**src/hw/rtl/dq_pkg.sv**
```systemverilog
// Shared types and constants for the double-ended queue.
// Depends on nothing; imported by every module of the block but dq_ram.
`default_nettype none

package dq_pkg;

	localparam int ACTION_W = 3;
	localparam int POS_W    = 5;
	localparam int DATA_W   = 32;
	localparam int COUNT_W  = 5;

	typedef enum logic [ACTION_W-1:0] {
		ACT_PUSH_FRONT = 3'd0,
		ACT_PUSH_BACK  = 3'd1,
		ACT_POP_FRONT  = 3'd2,
		ACT_POP_BACK   = 3'd3,
		ACT_READ_AT    = 3'd4,
		ACT_WRITE_AT   = 3'd5
	} dq_act_t;

	typedef struct packed {
		logic [ACTION_W-1:0] action;
		logic [POS_W-1:0]    position;
		logic [DATA_W-1:0]   data_in;
	} dq_cmd_t;

	typedef struct packed {
		logic [DATA_W-1:0]  data_out;
		logic               data_valid;
		logic [COUNT_W-1:0] entry_count;
		logic               overflow;
	} dq_result_t;

	// Memory control decided when a command beat is taken.
	typedef struct packed {
		logic rd_en;
		logic wr_en;
		logic data_valid;
		logic write_back;
		logic overflow;
	} dq_ctl_t;

endpackage

`default_nettype wire

```
**src/hw/rtl/double_ended_queue.sv**
```systemverilog
// Top level of the bounded double-ended queue: ring pointers, command stage, RAM.
// Depends on dq_pkg, dq_decode and dq_ram.
//
// One command beat is taken at a rising edge with start high and busy low. That edge
// updates the head slot and the entry count and issues the single RAM access the
// command needs: a write for a push, a read for a pop, read or write-at. The RAM
// returns read data from a registered port, so the result beat follows in the next
// cycle, marked by done for exactly one cycle; the receiver cannot stall it and must
// take it then. Busy is high during that result cycle, so the block takes no new
// command until the result beat is out; this is set by the registered read of the
// RAM and by the write-back of write-at, which replaces the word it has just
// read in the same result cycle. The entry count on the result is the count after
// the command. Entries that were never written are never read, so the store needs
// no clearing after reset and the block takes commands from the first cycle.
`default_nettype none

module double_ended_queue
	import dq_pkg::*;
#(
	parameter int DEPTH     = 16,
	parameter int WORD_BITS = 32
) (
	input  wire logic       clk,
	input  wire logic       arst_n,
	input  wire logic       start,
	input  wire dq_cmd_t    cmd,
	output logic            busy,
	output logic            done,
	output dq_result_t      result
);

	localparam int AW = $clog2(DEPTH);
	localparam int CW = $clog2(DEPTH + 1);

	// ring state
	logic [AW-1:0]        head_q;
	logic [CW-1:0]        count_q;

	// command in flight, registered when it was taken
	logic                 valid_s1;
	dq_ctl_t              ctl_s1;
	logic [AW-1:0]        slot_s1;
	logic [WORD_BITS-1:0] word_s1;

	logic                 accept;
	dq_ctl_t              ctl;
	logic [AW-1:0]        slot;
	logic [AW-1:0]        new_head;
	logic [CW-1:0]        new_count;
	logic [WORD_BITS-1:0] word;
	logic                 wb_en;

	logic                 ram_wr_en;
	logic [AW-1:0]        ram_wr_addr;
	logic [WORD_BITS-1:0] ram_wr_data;
	logic                 ram_rd_en;
	logic [WORD_BITS-1:0] ram_rd_data;

	assign busy   = valid_s1;
	assign accept = start && !busy;

	// keep only the low WORD_BITS bits of the incoming word
	assign word = WORD_BITS'(cmd.data_in);

	dq_decode #(
		.DEPTH(DEPTH)
	) u_decode (
		.cmd       (cmd),
		.head      (head_q),
		.count     (count_q),
		.ctl       (ctl),
		.slot      (slot),
		.new_head  (new_head),
		.new_count (new_count)
	);

	// advance ring pointers on every taken beat
	always_ff @(posedge clk or negedge arst_n) begin
		if (!arst_n) begin
			valid_s1 <= 1'b0;
			head_q   <= '0;
			count_q  <= '0;
		end else begin
			valid_s1 <= accept;
			if (accept) begin
				head_q  <= new_head;
				count_q <= new_count;
			end
		end
	end

	// hold the command's slot, word and flags for the result cycle
	always_ff @(posedge clk) begin
		if (accept) begin
			ctl_s1  <= ctl;
			slot_s1 <= slot;
			word_s1 <= word;
		end
	end

	// write-at replaces the entry it read, in the result cycle; no beat is
	// taken then, so the write port is never claimed twice
	assign wb_en       = valid_s1 && ctl_s1.write_back;
	assign ram_wr_en   = (accept && ctl.wr_en) || wb_en;
	assign ram_wr_addr = wb_en ? slot_s1 : slot;
	assign ram_wr_data = wb_en ? word_s1 : word;
	assign ram_rd_en   = accept && ctl.rd_en;

	dq_ram #(
		.WIDTH(WORD_BITS),
		.DEPTH(DEPTH)
	) u_store (
		.clk     (clk),
		.wr_en   (ram_wr_en),
		.wr_addr (ram_wr_addr),
		.wr_data (ram_wr_data),
		.rd_en   (ram_rd_en),
		.rd_addr (slot),
		.rd_data (ram_rd_data)
	);

	// result beat: drop the read data when the command returned no entry
	assign done               = valid_s1;
	assign result.data_out    = ctl_s1.data_valid ? DATA_W'(ram_rd_data) : '0;
	assign result.data_valid  = ctl_s1.data_valid;
	assign result.entry_count = COUNT_W'(count_q);
	assign result.overflow    = ctl_s1.overflow;

endmodule

`default_nettype wire

```
**src/hw/rtl/dq_ram.sv**
```systemverilog
// Generic single-write, single-read synchronous RAM with registered read data.
// Depends on nothing.
`default_nettype none

module dq_ram #(
	parameter int WIDTH = 32,
	parameter int DEPTH = 16
) (
	input  wire logic                     clk,
	input  wire logic                     wr_en,
	input  wire logic [$clog2(DEPTH)-1:0] wr_addr,
	input  wire logic [WIDTH-1:0]         wr_data,
	input  wire logic                     rd_en,
	input  wire logic [$clog2(DEPTH)-1:0] rd_addr,
	output logic      [WIDTH-1:0]         rd_data
);

	logic [WIDTH-1:0] mem [DEPTH];

	always_ff @(posedge clk) begin
		if (wr_en) begin
			mem[wr_addr] <= wr_data;
		end
		if (rd_en) begin
			rd_data <= mem[rd_addr];
		end
	end

endmodule

`default_nettype wire

```
**src/hw/rtl/dq_decode.sv**
```systemverilog
// Command decode and ring pointer arithmetic for the double-ended queue.
// Depends on dq_pkg.
`default_nettype none

module dq_decode
	import dq_pkg::*;
#(
	parameter int DEPTH = 16
) (
	input  wire dq_cmd_t                       cmd,
	input  wire logic [$clog2(DEPTH)-1:0]      head,
	input  wire logic [$clog2(DEPTH+1)-1:0]    count,
	output dq_ctl_t                            ctl,
	output logic      [$clog2(DEPTH)-1:0]      slot,
	output logic      [$clog2(DEPTH)-1:0]      new_head,
	output logic      [$clog2(DEPTH+1)-1:0]    new_count
);

	localparam int AW = $clog2(DEPTH);
	localparam int CW = $clog2(DEPTH + 1);
	localparam int SW = AW + 1;
	localparam int LW = (CW > POS_W) ? CW : POS_W;

	logic [LW-1:0]       pos_l;
	logic [LW-1:0]       cnt_l;
	logic                full;
	logic                empty;
	logic                in_range;
	logic [ACTION_W-1:0] eff_act;
	logic [CW-1:0]       offset;
	logic [SW-1:0]       sum;
	logic [AW-1:0]       ring_slot;

	assign pos_l    = LW'(cmd.position);
	assign cnt_l    = LW'(count);
	assign full     = (count == CW'(DEPTH));
	assign empty    = (count == '0);
	assign in_range = (pos_l < cnt_l);

	// a write at the count behaves as a push at the back
	assign eff_act = (cmd.action == ACT_WRITE_AT && pos_l == cnt_l) ? ACT_PUSH_BACK
	                                                                : cmd.action;

	// one adder with a single wrap step: head plus an offset, below DEPTH whenever the slot is used
	always_comb begin
		case (eff_act)
			ACT_PUSH_FRONT: offset = CW'(DEPTH - 1);
			ACT_PUSH_BACK:  offset = count;
			ACT_POP_FRONT:  offset = CW'(1);
			ACT_POP_BACK:   offset = count - CW'(1);
			default:        offset = CW'(cmd.position);
		endcase
	end

	assign sum       = SW'(head) + SW'(offset);
	assign ring_slot = (sum >= SW'(DEPTH)) ? AW'(sum - SW'(DEPTH)) : AW'(sum);

	always_comb begin
		ctl       = '0;
		slot      = ring_slot;
		new_head  = head;
		new_count = count;
		unique case (eff_act)
			ACT_PUSH_FRONT: begin
				if (full) begin
					ctl.overflow = 1'b1;
				end else begin
					ctl.wr_en = 1'b1;
					new_head  = ring_slot;
					new_count = count + CW'(1);
				end
			end
			ACT_PUSH_BACK: begin
				if (full) begin
					ctl.overflow = 1'b1;
				end else begin
					ctl.wr_en = 1'b1;
					new_count = count + CW'(1);
				end
			end
			ACT_POP_FRONT: begin
				slot = head;
				if (!empty) begin
					ctl.rd_en      = 1'b1;
					ctl.data_valid = 1'b1;
					new_head       = ring_slot;
					new_count      = count - CW'(1);
				end
			end
			ACT_POP_BACK: begin
				if (!empty) begin
					ctl.rd_en      = 1'b1;
					ctl.data_valid = 1'b1;
					new_count      = count - CW'(1);
				end
			end
			ACT_READ_AT: begin
				if (in_range) begin
					ctl.rd_en      = 1'b1;
					ctl.data_valid = 1'b1;
				end
			end
			ACT_WRITE_AT: begin
				if (in_range) begin
					ctl.rd_en      = 1'b1;
					ctl.data_valid = 1'b1;
					ctl.write_back = 1'b1;
				end
			end
			default: begin
				ctl = '0;
			end
		endcase
	end

endmodule

`default_nettype wire

```
**config.mk**
```make
export PLATFORM = sky130hd
export DESIGN_NAME = double_ended_queue
export DESIGN_NICKNAME = d
export VERILOG_FILES = /design/src/hw/rtl/dq_pkg.sv /design/src/hw/rtl/double_ended_queue.sv /design/src/hw/rtl/dq_ram.sv /design/src/hw/rtl/dq_decode.sv
export SDC_FILE = /design/constraint.sdc
export NUM_CORES = 1
export LEC_CHECK = 0
export BUFFER_PORTS_ARGS = -buffer_cell sky130_fd_sc_hd__buf_2
export CORE_ASPECT_RATIO = 1.5
export CORE_UTILIZATION = 49
export CTS_BUF_LIST = sky130_fd_sc_hd__clkbuf_16
export DETAILED_ROUTE_END_ITERATION = 16
export PLACE_DENSITY = 0.74
export SYNTH_ARGS = -nofsm -noshare
export SYNTH_HDL_FRONTEND = slang
export SYNTH_SLANG_ARGS = --single-unit
```
**constraint.sdc**
```tcl
create_clock -name clk -period 6 [get_ports clk]
set_clock_uncertainty 0.1 [all_clocks]
set_input_delay 0.3 -clock clk [delete_from_list [all_inputs] [get_ports clk]]
set_output_delay 0.3 -clock clk [all_outputs]
set_load 0.01 [all_outputs]
```
**Word level (Yosys, flattened, before mapping)**

Memories as Yosys holds them, arrays and structs flattened. A register that Yosys moved wholly into a read port is not among the register bits.
Index checks and enable logic that the tools add are counted.

- Register bits: 49
- RAM bits: 512
- Input bits: 43
- Word-level logic and storage cells: 66
- Memories: 1

Memory list:

| name | depth | width | rd ports | clocked after Yosys merged registers in | wr ports | line | text |
|---|---|---|---|---|---|---|---|
| u_store.mem | 16 | 32 | 1 | 1 | 1 | dq_ram.sv:18 | `logic [WIDTH-1:0] mem [DEPTH];` |

- Add/subtract/negate cells: 4
- Order comparisons: 2
- Equality and inequality tests: 12
- Multiplexer cells: 23
- Reductions and logical operators: 16

Operators with widths:

| operator | number |
|---|---|
| 2-to-1 mux 32 bit | 2 |
| 2-to-1 mux 4 bit | 5 |
| one-hot mux 5 bit (4 select lines) | 1 |
| 2-to-1 mux 5 bit | 2 |
| one-hot mux 5 bit (2 select lines) | 1 |
| == test 3 bit (second input constant) | 3 |
| != test 2 bit (second input constant) | 4 |
| one-hot mux 4 bit (2 select lines) | 1 |
| AND reduction 4 bit | 2 |
| 2-to-1 mux 1 bit | 7 |
| == test 3 x 2 -> 1 bit (second input constant) | 2 |
| OR reduction 2 bit | 3 |
| adder 4 x 5 -> 5 bit | 1 |
| adder 5 x 1 -> 5 bit (second input constant) | 1 |
| == test 5 bit | 1 |
| == test 5 bit (second input constant) | 1 |
| >= comparator 5 bit (second input constant) | 1 |
| logical AND 1 bit | 5 |
| logical NOT 5 bit | 1 |
| less-than comparator 5 bit | 1 |
| subtractor 5 x 1 -> 5 bit (second input constant) | 1 |
| nonzero test 2 bit | 2 |
| subtractor 4 x 1 -> 4 bit (second input constant) | 1 |
| == test 3 x 1 -> 1 bit (second input constant) | 1 |
| 7 further kinds | 7 |

**Logic depth before layout (Yosys ltp)**

Gate-level depths: netlist of run 1.

- Word-level depth: 10
- Gate-level depth with buffers: 16
- Gate-level depth less buffers: 15

**Hierarchy**

From an unflattened synthesis of run 1, not the netlist that was laid out.

- Cell total of the unflattened synthesis: 1099
- Area total of the unflattened synthesis: 23379.9 um^2

By module, submodules not included:

| module | times used | cells an instance | area an instance (um^2) | seq. area each (um^2) |
|---|---|---|---|---|
| dq_ram | 1 | 838 | 20155.6 | 16335.7 |
| double_ended_queue | 1 | 140 | 2354.8 | 1421.4 |
| dq_decode | 1 | 121 | 869.6 | 0.0 |

**Worst setup path before layout of run 1**

Ideal clock, no wire load.

- Path type: register -> register
- Start: register count_q[3]
- End: memory u_store.mem[14][0], enable pin
- Library setup time: 0.470 ns
- Arrival time: 6.013 ns
- Data required time: 5.430 ns
- Slack: -0.583 ns
- Cell stages (with the launch flop): 17
- Path buffers: 2
- Period minus slack after synthesis: 6.583 ns
- Cell sequence: dfrtp_1 inv_1 ha_1 nand4_1 o21ai_1 nor2_1 a31oi_1 ha_1 inv_1 fa_1 mux2i_1 clkbuf_1 clkbuf_1 nand3_1 o21ai_0 nand2_1 a211oi_1

- Cells in the longest elaborated chain, start to end: 10

RTL lines:

| what | line | text |
|---|---|---|
| start: declaration | double_ended_queue.sv:37 | `logic [CW-1:0] count_q;` |
| start signal: assignment | double_ended_queue.sv:87 | `count_q <= new_count;` |
| == test 5 bit | dq_decode.sv:41 | `assign eff_act = (cmd.action == ACT_WRITE_AT && pos_l == cnt_l) ? ACT_PUSH_BACK` |
| logical AND 1 bit | dq_decode.sv:41 |  |
| 2-to-1 mux 3 bit | dq_decode.sv:41 |  |
| == test 3 x 2 -> 1 bit (tied with other cells) | dq_decode.sv:46 | `case (eff_act)` |
| one-hot mux 5 bit (4 select lines) | dq_decode.sv:46 |  |
| adder 4 x 5 -> 5 bit | dq_decode.sv:55 | `assign sum = SW'(head) + SW'(offset);` |
| subtractor 4 x 1 -> 4 bit / >= comparator 5 bit (equally long branches) | dq_decode.sv:56 | `assign ring_slot = (sum >= SW'(DEPTH)) ? AW'(sum - SW'(DEPTH)) : AW'(sum);` |
| 2-to-1 mux 4 bit | dq_decode.sv:56 |  |
| 2-to-1 mux 4 bit (*) | dq_decode.sv:63 | `unique case (eff_act)` |
| named net slot[1] | double_ended_queue.sv:47 | `logic [AW-1:0] slot;` |
| 2-to-1 mux 4 bit (*) | double_ended_queue.sv:105 | `assign ram_wr_addr = wb_en ? slot_s1 : slot;` |
| end: declaration | dq_ram.sv:18 |  |

The timed path passes the listed nets; every way through them passes the cells marked *.

**Worst setup path in the final report of run 1**

- Start: register count_q[3]
- End: memory u_store.mem[13][9], enable pin

- Cells in the longest elaborated chain, start to end: 10

RTL lines:

| what | line |
|---|---|
| == test 5 bit | dq_decode.sv:41 |
| logical AND 1 bit | dq_decode.sv:41 |
| 2-to-1 mux 3 bit | dq_decode.sv:41 |
| == test 3 x 2 -> 1 bit (tied with other cells) | dq_decode.sv:46 |
| one-hot mux 5 bit (4 select lines) / OR reduction 2 bit (equally long branches) | -- |
| adder 4 x 5 -> 5 bit / 2-to-1 mux 1 bit (equally long branches) | -- |
| subtractor 4 x 1 -> 4 bit (tied with other cells) | dq_decode.sv:56 |
| 2-to-1 mux 4 bit / logical OR 1 bit (equally long branches) | dq_decode.sv:56, double_ended_queue.sv:104 |
| 2-to-1 mux 4 bit / 2-to-1 mux 1 bit (equally long branches) | dq_decode.sv:63, dq_ram.sv:21 |
| 2-to-1 mux 4 bit / 2-to-1 mux 1 bit (equally long branches) | double_ended_queue.sv:105, dq_ram.sv:22 |

Parallel ways exist; a longest one is shown, timed or not.

==> metrics.md, run 1 <==
| Metric | Value |
|---|---|
| DRC Markers | `0` |
| Final hold vios | `0` |
| Largest cells by area after synthesis | `edfxtp_1 73%, a211oi_1 4.3%, nand2_1 4.3%` |
| Global-route wire length before repair | `80,900 um` |
| GPL Wtd Cong | `between 0.8 and 0.9` |
| Synth Register Bits | `about 600` |
| Fin worst setup slack | `0.470 ns` |
| Number of vias per cell | `5.83` |
| CTS Buffer Depth | `3` |
| Post-Route Setup TNS | `0 ns` |
| Dpl cells | `between 2k and 2.5k` |
| CTS sink count | `593` |
| Starting Density | `0.496` |
| Root buf cell | `clkbuf_16` |
| Vias in the first global route | `roughly 14k` |
| Mapped Area | `around 24,000 um2` |
| CP arrival | `5.63 ns` |
| Share of layout cells above drive strength 1 | `0.164` |
| Max-cap violations | `0` |
| Main combinational cell family by area after synthesis | `simple AND/OR/NAND/NOR gates` |
| Period utilisation layout | `0.922` |
| Syn nets | `roughly 1.6k` |
| Synth Warn # | `0` |
| Dpl hpwl | `~28,000 um` |
| Startpoint types | `flip-flop` |
| Worst r2r src | `count_q[3]$_DFFE_PN0P_` |
| Pre-CTS setup slack | `between 0.6 and 0.7 ns` |
| IO Count | `84` |
| Die area | `around 50,000 um2` |
| CTS tree | `done` |
| Pwr Total | `approximately 14 mW` |
| Synth Instances | `1,581` |
| DR iter-0 viols | `around 1.3k` |
| Min Tclk post-route | `around 5.5 ns` |
| Antenna cell count | `0` |
| Hold WC Path Type | `primary input to asynchronous set/reset pin` |
| XOR/XNOR Fraction of Synth Area | `0.00477` |
| Peak supply drop | `1030 uV` |
| Most numerous cell in the Yosys netlist | `edfxtp_1` |
| Reg2Reg Depth | `16` |
| Power per cell area | `between 500 and 600 nW/um2` |
| Post-synthesis sequential area ratio | `0.736` |
| Final WL | `53,500 um` |
| Slew margin rel. | `0.273` |
| Initial antenna violation count | `0` |
| Nets | `approximately 1.7k` |
| CP required | `6.10 ns` |
| Total number of vias | `about 14k` |
| TritonRoute pass-1 iters | `5` |
| Element type at the critical path end | `flip-flop` |
| Share of the synthesized area in the top cell type | `0.726` |
| GRT Total Usage | `0.215` |
| RSZ-0062 raised after global routing | `no` |
| Fmax | `about 180 MHz` |
| Wire per inst | `around 23 um` |
| Final core utilization | `0.559` |
| Fill cells | `3,695` |
| Async set-reset flop share out of synthesis | `0.0169` |
| Die Y | `274 um` |
| Status | `completed` |
| # H-tree levels | `2` |
| Flop-to-flop setup slack | `approximately 0.47 ns` |
| Final setup vio count | `0` |
| WS Path Type | `flip-flop to flip-flop` |
| Chip width | `about 180 um` |
| Prevailing post-synth register cell | `edfxtp_1` |
| Total grt overflow | `0` |
| Synth cell count leaders | `583 x edfxtp_1, 274 x nand2_1, 163 x and2_1, 137 x a211oi_1, 129 x a31oi_1` |
| Post-synthesis simple-gate area fraction | `0.0955` |
| FP Rows | `between 90 and 100` |
| Skew-Pair Late Insertion Delay | `0.57 ns` |
| Number of enable flip-flop cells after synthesis | `roughly 580` |
| Slew @ Worst Pin | `between 1 and 1.5 ns` |
| Leakage | `slightly below 9 nW` |
| Slew Viols, Final | `0` |
| Area growth, synth to finish | `12.8%` |
| Largest net degree at the start of global routing | `161` |
| Mapped Avg Cell Area | `between 15 and 20 um2` |
| Mux contribution to synthesized area | `0.0490` |
| Worst reg2reg endpoint | `u_store.mem[13][9]$_DFFE_PP_` |
| Adder-Cell Fraction of Synth Area | `0.00654` |
| Core Area | `48,700 um2` |
| Reg clk slew, reported paths | `around 0.07 ns` |
| DRT antenna net count | `0` |
| Synth Area in Compound Gates | `0.0856` |
| Number of buffers created by CTS | `just over 50` |
| Port Buffers | `83` |
| Worst-path fanout max | `23` |
| Finished Layout Cells | `roughly 2.4k` |
| Yosys cell types | `50` |
| Synth area leader | `edfxtp_1` |
per-layer routing:
metal / routed length [um] / up-vias / global-route usage
met1: 20300 / 6970 / 0.260
met4: 1890 / 0 / 0.0906
met2: 28200 / 488 / 0.385
met3: 3090 / 111 / 0.0290
li1: - / 6201 / -
met5: 0 / - / 0
sequential cells by signal (all words and copies together) (netlist names):
name	count
result	2
u_store.mem	512
busy	1
head_q	4
word_s1	32
slot_s1	4
u_store.rd_data	32
ctl_s1	1
count_q	5
area by class of cell:
class / instances / area [um2] / share of cell area
Clock buffer: 51 / 1280 / 0.0469
Clock inverter: 30 / 219 / 0.00804
Inverter: 13 / 58.8 / 0.00216
Multi-Input combinational cell: 870 / 6050 / 0.222
Sequential cell: 593 / 17800 / 0.652
Tap cell: 656 / 821 / 0.0302
Timing Repair Buffer: 147 / 1040 / 0.0382
critical path: stages (launching register included):
cell and delay (ns):
dfrtp_1 0.49, inv_1 0.11, ha_1 0.31, nand4_1 0.25, o21ai_1 0.48, nor2_1 0.07, a31oi_1 0.18, ha_1 0.20
inv_1 0.07, fa_1 0.40, xnor2_1 0.21, mux2_2 0.20, nor2_1 0.05, nor3_1 0.44, nand2_1 0.27, a211oi_4 0.72
buf_4 0.57
power by group:
part	switching [mW]	leakage [nW]	internal (mW)	total [mW]
Sequential	0.153	5.39	5.18	5.34
Clock	1.39	0.760	1.66	3.05
Combinational	3.48	2.74	2.17	5.66
Total	5.03	8.89	9.02	14.0
cell usage in the layout, fill, tap and decap left out, drive strengths merged, types with 8 or more instances in the layout:
cell,count
mux4,32
ha,11
a21oi,8
mux2,36
nor2,11
and2,163
edfxtp,583
clkbuf,51
dfrtp,10
dlygate4sd3,33
buf,114
clkinv,14
xnor2,8
a211oi,137
inv,23
nand2,274
a31oi,129
o21ai,8
nor3,11
worst max-delay path by stage:
stage,start,to
global route,count_q[2]$_DFFE_PN0P_,u_store.mem[13][9]$_DFFE_PP_
detailed placement,count_q[3]$_DFFE_PN0P_,u_store.mem[14][9]$_DFFE_PP_
CTS,count_q[3]$_DFFE_PN0P_,u_store.mem[14][9]$_DFFE_PP_
global placement,count_q[3]$_DFFE_PN0P_,u_store.mem[15][10]$_DFFE_PP_
floorplan,count_q[3]$_DFFE_PN0P_,u_store.mem[14][0]$_DFFE_PP_
finish,count_q[3]$_DFFE_PN0P_,u_store.mem[13][9]$_DFFE_PP_
cell families after synthesis:
logic type / after synthesis
AOI/OAI and AO/OA: 295
buffers and inverters: 118
muxes: 72
xor gates and xnor gates: 11
and+or+nand+nor: 480
adders and majority gates: 12
DFF: 593
metrics by stage:
| step | instance area [um2] | hold WS [ns] |
|---|---|---|
| global route | 27200 | 0.0673 |
| finish | 27200 | 0.0572 |
| CTS | 27200 | 0.0417 |
| detailed placement | 25400 | 0.0866 |
| floorplan | 24200 | -0.0956 |
| global placement | 25400 | 0.0883 |
what timing repair did:
action | in CTS | in global routing
hold endpoints to repair | 42 | 0
hold buffers | 33 | 0
buffers inserted | 0 | 0
resized for setup | 0 | 0
No activity file was read; power rests on OpenSTA's default activity.
==> inputs of run 2 (changes only) <==
--- a/config.mk
+++ b/config.mk
@@ -10,7 +10,9 @@
 export CORE_UTILIZATION = 49
 export CTS_BUF_LIST = sky130_fd_sc_hd__clkbuf_16
 export DETAILED_ROUTE_END_ITERATION = 16
+export GPL_TIMING_DRIVEN = 0
 export PLACE_DENSITY = 0.74
+export REMOVE_ABC_BUFFERS = 1
 export SYNTH_ARGS = -nofsm -noshare
 export SYNTH_HDL_FRONTEND = slang
 export SYNTH_SLANG_ARGS = --single-unit
==> run 2 against run 1 <==
Against the previous run: setup slack worse by 0.20 ns; power increased by 6.4%; largest cell class unchanged; register-to-register slack got worse by 0.20 ns; sequential power hardly changed; critical path depth up 1.
==> metrics.md, run 2 (same netlist as run 1, synthesis figures left out) <==
| Metric | Value |
|---|---|
| Period utilisation layout | `0.955 (+0.0339)` |
| Starting Density | `0.496 (unchanged)` |
| Die area | `50,100 um2 (unchanged)` |
| Total grt overflow | `0 (unchanged)` |
| Commonest non-fill, non-tap cell in the layout | `edfxtp_1` |
| Largest Register | `u_store.mem` |
| Crit-path cells | `inv_1, ha_1, nand4_1, o21ai_2, nor2_1, a31oi_1, ha_1, inv_1, fa_1, mux2i_4, buf_8, nand3_1, o21ai_0, nand2_1, nor3_2, buf_6, buf_8` |
| Reg power frac | `0.358 (-0.022)` |
| Port Buffers | `83 (unchanged)` |
| WP buf/inv | `5 (+2)` |
| Number of buffers created by CTS | `51 (unchanged)` |
| CP required | `6.19 ns (+0.09 ns)` |
| DRC Markers | `0 (unchanged)` |
| DRT antenna net count | `0 (unchanged)` |
| WL met3 | `3890 um (+26%)` |
| WL met2 | `30,000 um (+6.4%)` |
| Fmax | `174 MHz (-3.5%)` |
| Hold WC Path Type | `primary input to flip-flop` |
| IO Count | `84 (unchanged)` |
| Pwr Total | `14.9 mW (+6.4%)` |
| Chip width | `183 um (unchanged)` |
| Share of layout cells above drive strength 1 | `0.196 (+0.0327)` |
| Fill cells | `3,390 (-8.3%)` |
| Power per cell area | `523 nW/um2 (+1.3%)` |
| Global-route wire length before repair | `83,700 um (+3.5%)` |
| Min Tclk post-route | `5.73 ns (+0.203 ns)` |
| CTS tree | `done` |
| CTS sink count | `593 (unchanged)` |
| Slew Viols, Final | `0 (unchanged)` |
| Final WL | `57,400 um (+7.4%)` |
| Placed inst area | `26,400 um2 (+4.0%)` |
| M1 wire length | `21,400 um (+5.5%)` |
| Worst-path fanout max | `16 (-30%)` |
| Total number of vias | `14.4k (+4.9%)` |
| WS Path Type | `flip-flop to flip-flop` |
| Startpoint types | `flip-flop` |
| Delay-heaviest family, CP | `simple AND/OR/NAND/NOR gates` |
| CP max stage delay | `0.80 ns (+0.08 ns)` |
| Peak supply drop | `356 uV (-66%)` |
| Nets | `1,796 (+3.8%)` |
| GPL Wtd Cong | `0.814 (-6.8%)` |
| Leakage | `9.57 nW (+7.6%)` |
| Area growth, synth to finish | `18.5%` |
| Number of vias per cell | `5.92 (+1.5%)` |
| # H-tree levels | `2 (unchanged)` |
| Vias in the first global route | `14.6k (+5.9%)` |
| Skew-Pair Late Insertion Delay | `0.59 ns (+0.02 ns)` |
| Largest register FFs | `512 (unchanged)` |
| Commonest cells after routing, fill and taps aside | `583 x edfxtp_1, 274 x nand2_1, 161 x and2_1, 129 x a31oi_1, 129 x a211oi_1` |
| Pre-CTS setup slack | `-0.507 ns (-1.13 ns)` |
| Top sig layer | `met4` |
| Slew margin rel. | `0.244 (-0.0295)` |
| Die Y | `274 um (unchanged)` |
| RSZ-0062 raised after global routing | `no` |
| GRT Total Usage | `0.224 (+0.00930)` |
| Top flop regs | `u_store.mem (512), u_store.rd_data (32), word_s1 (32)` |
| Wire per inst | `23.5 um (+4.0%)` |
| FP Rows | `99 (unchanged)` |
| Clock power frac | `0.210 (-0.007)` |
| Status | `completed` |
| Final hold vios | `0 (unchanged)` |
| DR iter-0 viols | `1,561 (+23%)` |
| CP arrival | `5.92 ns (+0.29 ns)` |
| Design area | `28,600 um2 (+5.0%)` |
| Reg clk slew, reported paths | `0.06 ns (about the same)` |
| Core Area | `48,700 um2 (unchanged)` |
| TritonRoute pass-1 iters | `8 (+3)` |
| Dpl hpwl | `34,200 um (+21%)` |
| Comb pwr share | `0.432 (+0.029)` |
| Root buf cell | `clkbuf_16` |
| Final setup vio count | `0 (unchanged)` |
| Max-cap violations | `0 (unchanged)` |
| Slew @ Worst Pin | `1.13 ns (+0.0406 ns)` |
| CTS Buffer Depth | `3 (unchanged)` |
| Element type at the critical path end | `flip-flop` |
| Internal | `9.63 mW (+6.8%)` |
| Largest net degree at the start of global routing | `175 (+8.7%)` |
| Fin worst setup slack | `0.267 ns (-0.203 ns)` |
| CP max-delay cell | `nor3_2` |
| Initial antenna violation count | `1 (+1)` |
| Hold Slack | `0.105 ns (+0.0481 ns)` |
| Switch Pwr | `5.31 mW (+5.7%)` |
| Switch share | `0.355 (-0.00248)` |
[run 2: metrics by stage]
step                 util  std cells  TNS (ns)
floorplan               -       1476  -4906.04
global placement    0.511       2215         -
detailed placement  0.543       2293    -74.34
CTS                 0.585       2429         0
global route        0.587       2439         0
finish              0.587       2439         0
[run 2: layout make-up]
cell class,count,area (um2),share of cell area
Timing Repair Buffer,211,2300,0.0805
Clock buffer,52,1300,0.0455
Antenna cell,1,2.50,0.0000875
Sequential cell,593,17800,0.621
Multi-Input combinational cell,871,6060,0.212
Inverter,13,61.3,0.00214
Clock inverter,42,285,0.00998
Tap cell,656,821,0.0287
[run 2: path summary, 6_finish.rpt]
kind | from | endpoint | slack [ns] | cells past startpoint
min reg2reg | head_q[2]$_DFFE_PN0P_ | head_q[2]$_DFFE_PN0P_ | 0.50 | 1
min | cmd[37] | ctl_s1[1]$_SDFFCE_PP0P_ | 0.11 | 2
max in group asynchronous | arst_n | head_q[0]$_DFFE_PN0P_ | 4.80 | 3
max | count_q[3]$_DFFE_PN0P_ | u_store.mem[2][19]$_DFFE_PP_ | 0.27 | 17
max reg2reg | count_q[3]$_DFFE_PN0P_ | u_store.mem[2][19]$_DFFE_PP_ | 0.27 | 17
min in group asynchronous | arst_n | count_q[2]$_DFFE_PN0P_ | 0.66 | 3
[run 2: what timing repair did]
action                                  CTS  global route
hold buffers                             34             0
endpoints found under the setup margin  357           257
buffers inserted                          7             8
pin swaps                                 1             3
hold endpoints to repair                 42             0
cloned                                    1             1
gates resized for setup                   5             3
[run 2: power by group through the flow]
| stage | clock, mW | sequential (mW) | combinational (mW) |
|---|---|---|---|
| after floorplan | 0 | 5.25 | 3.19 |
| after global placement | 0 | 5.27 | 3.39 |
| after detailed placement | 0 | 5.42 | 6.24 |
| after CTS | 3.17 | 5.34 | 6.34 |
| after global routing | 3.32 | 5.37 | 6.92 |
| final | 3.14 | 5.34 | 6.46 |
[run 2: metal layers]
layer / vias up / global-route usage
li1: 6365 / -
met1: 7253 / 0.276
met2: 683 / 0.393
met3: 143 / 0.0291
met4: 0 / 0.104
met5: - / 0
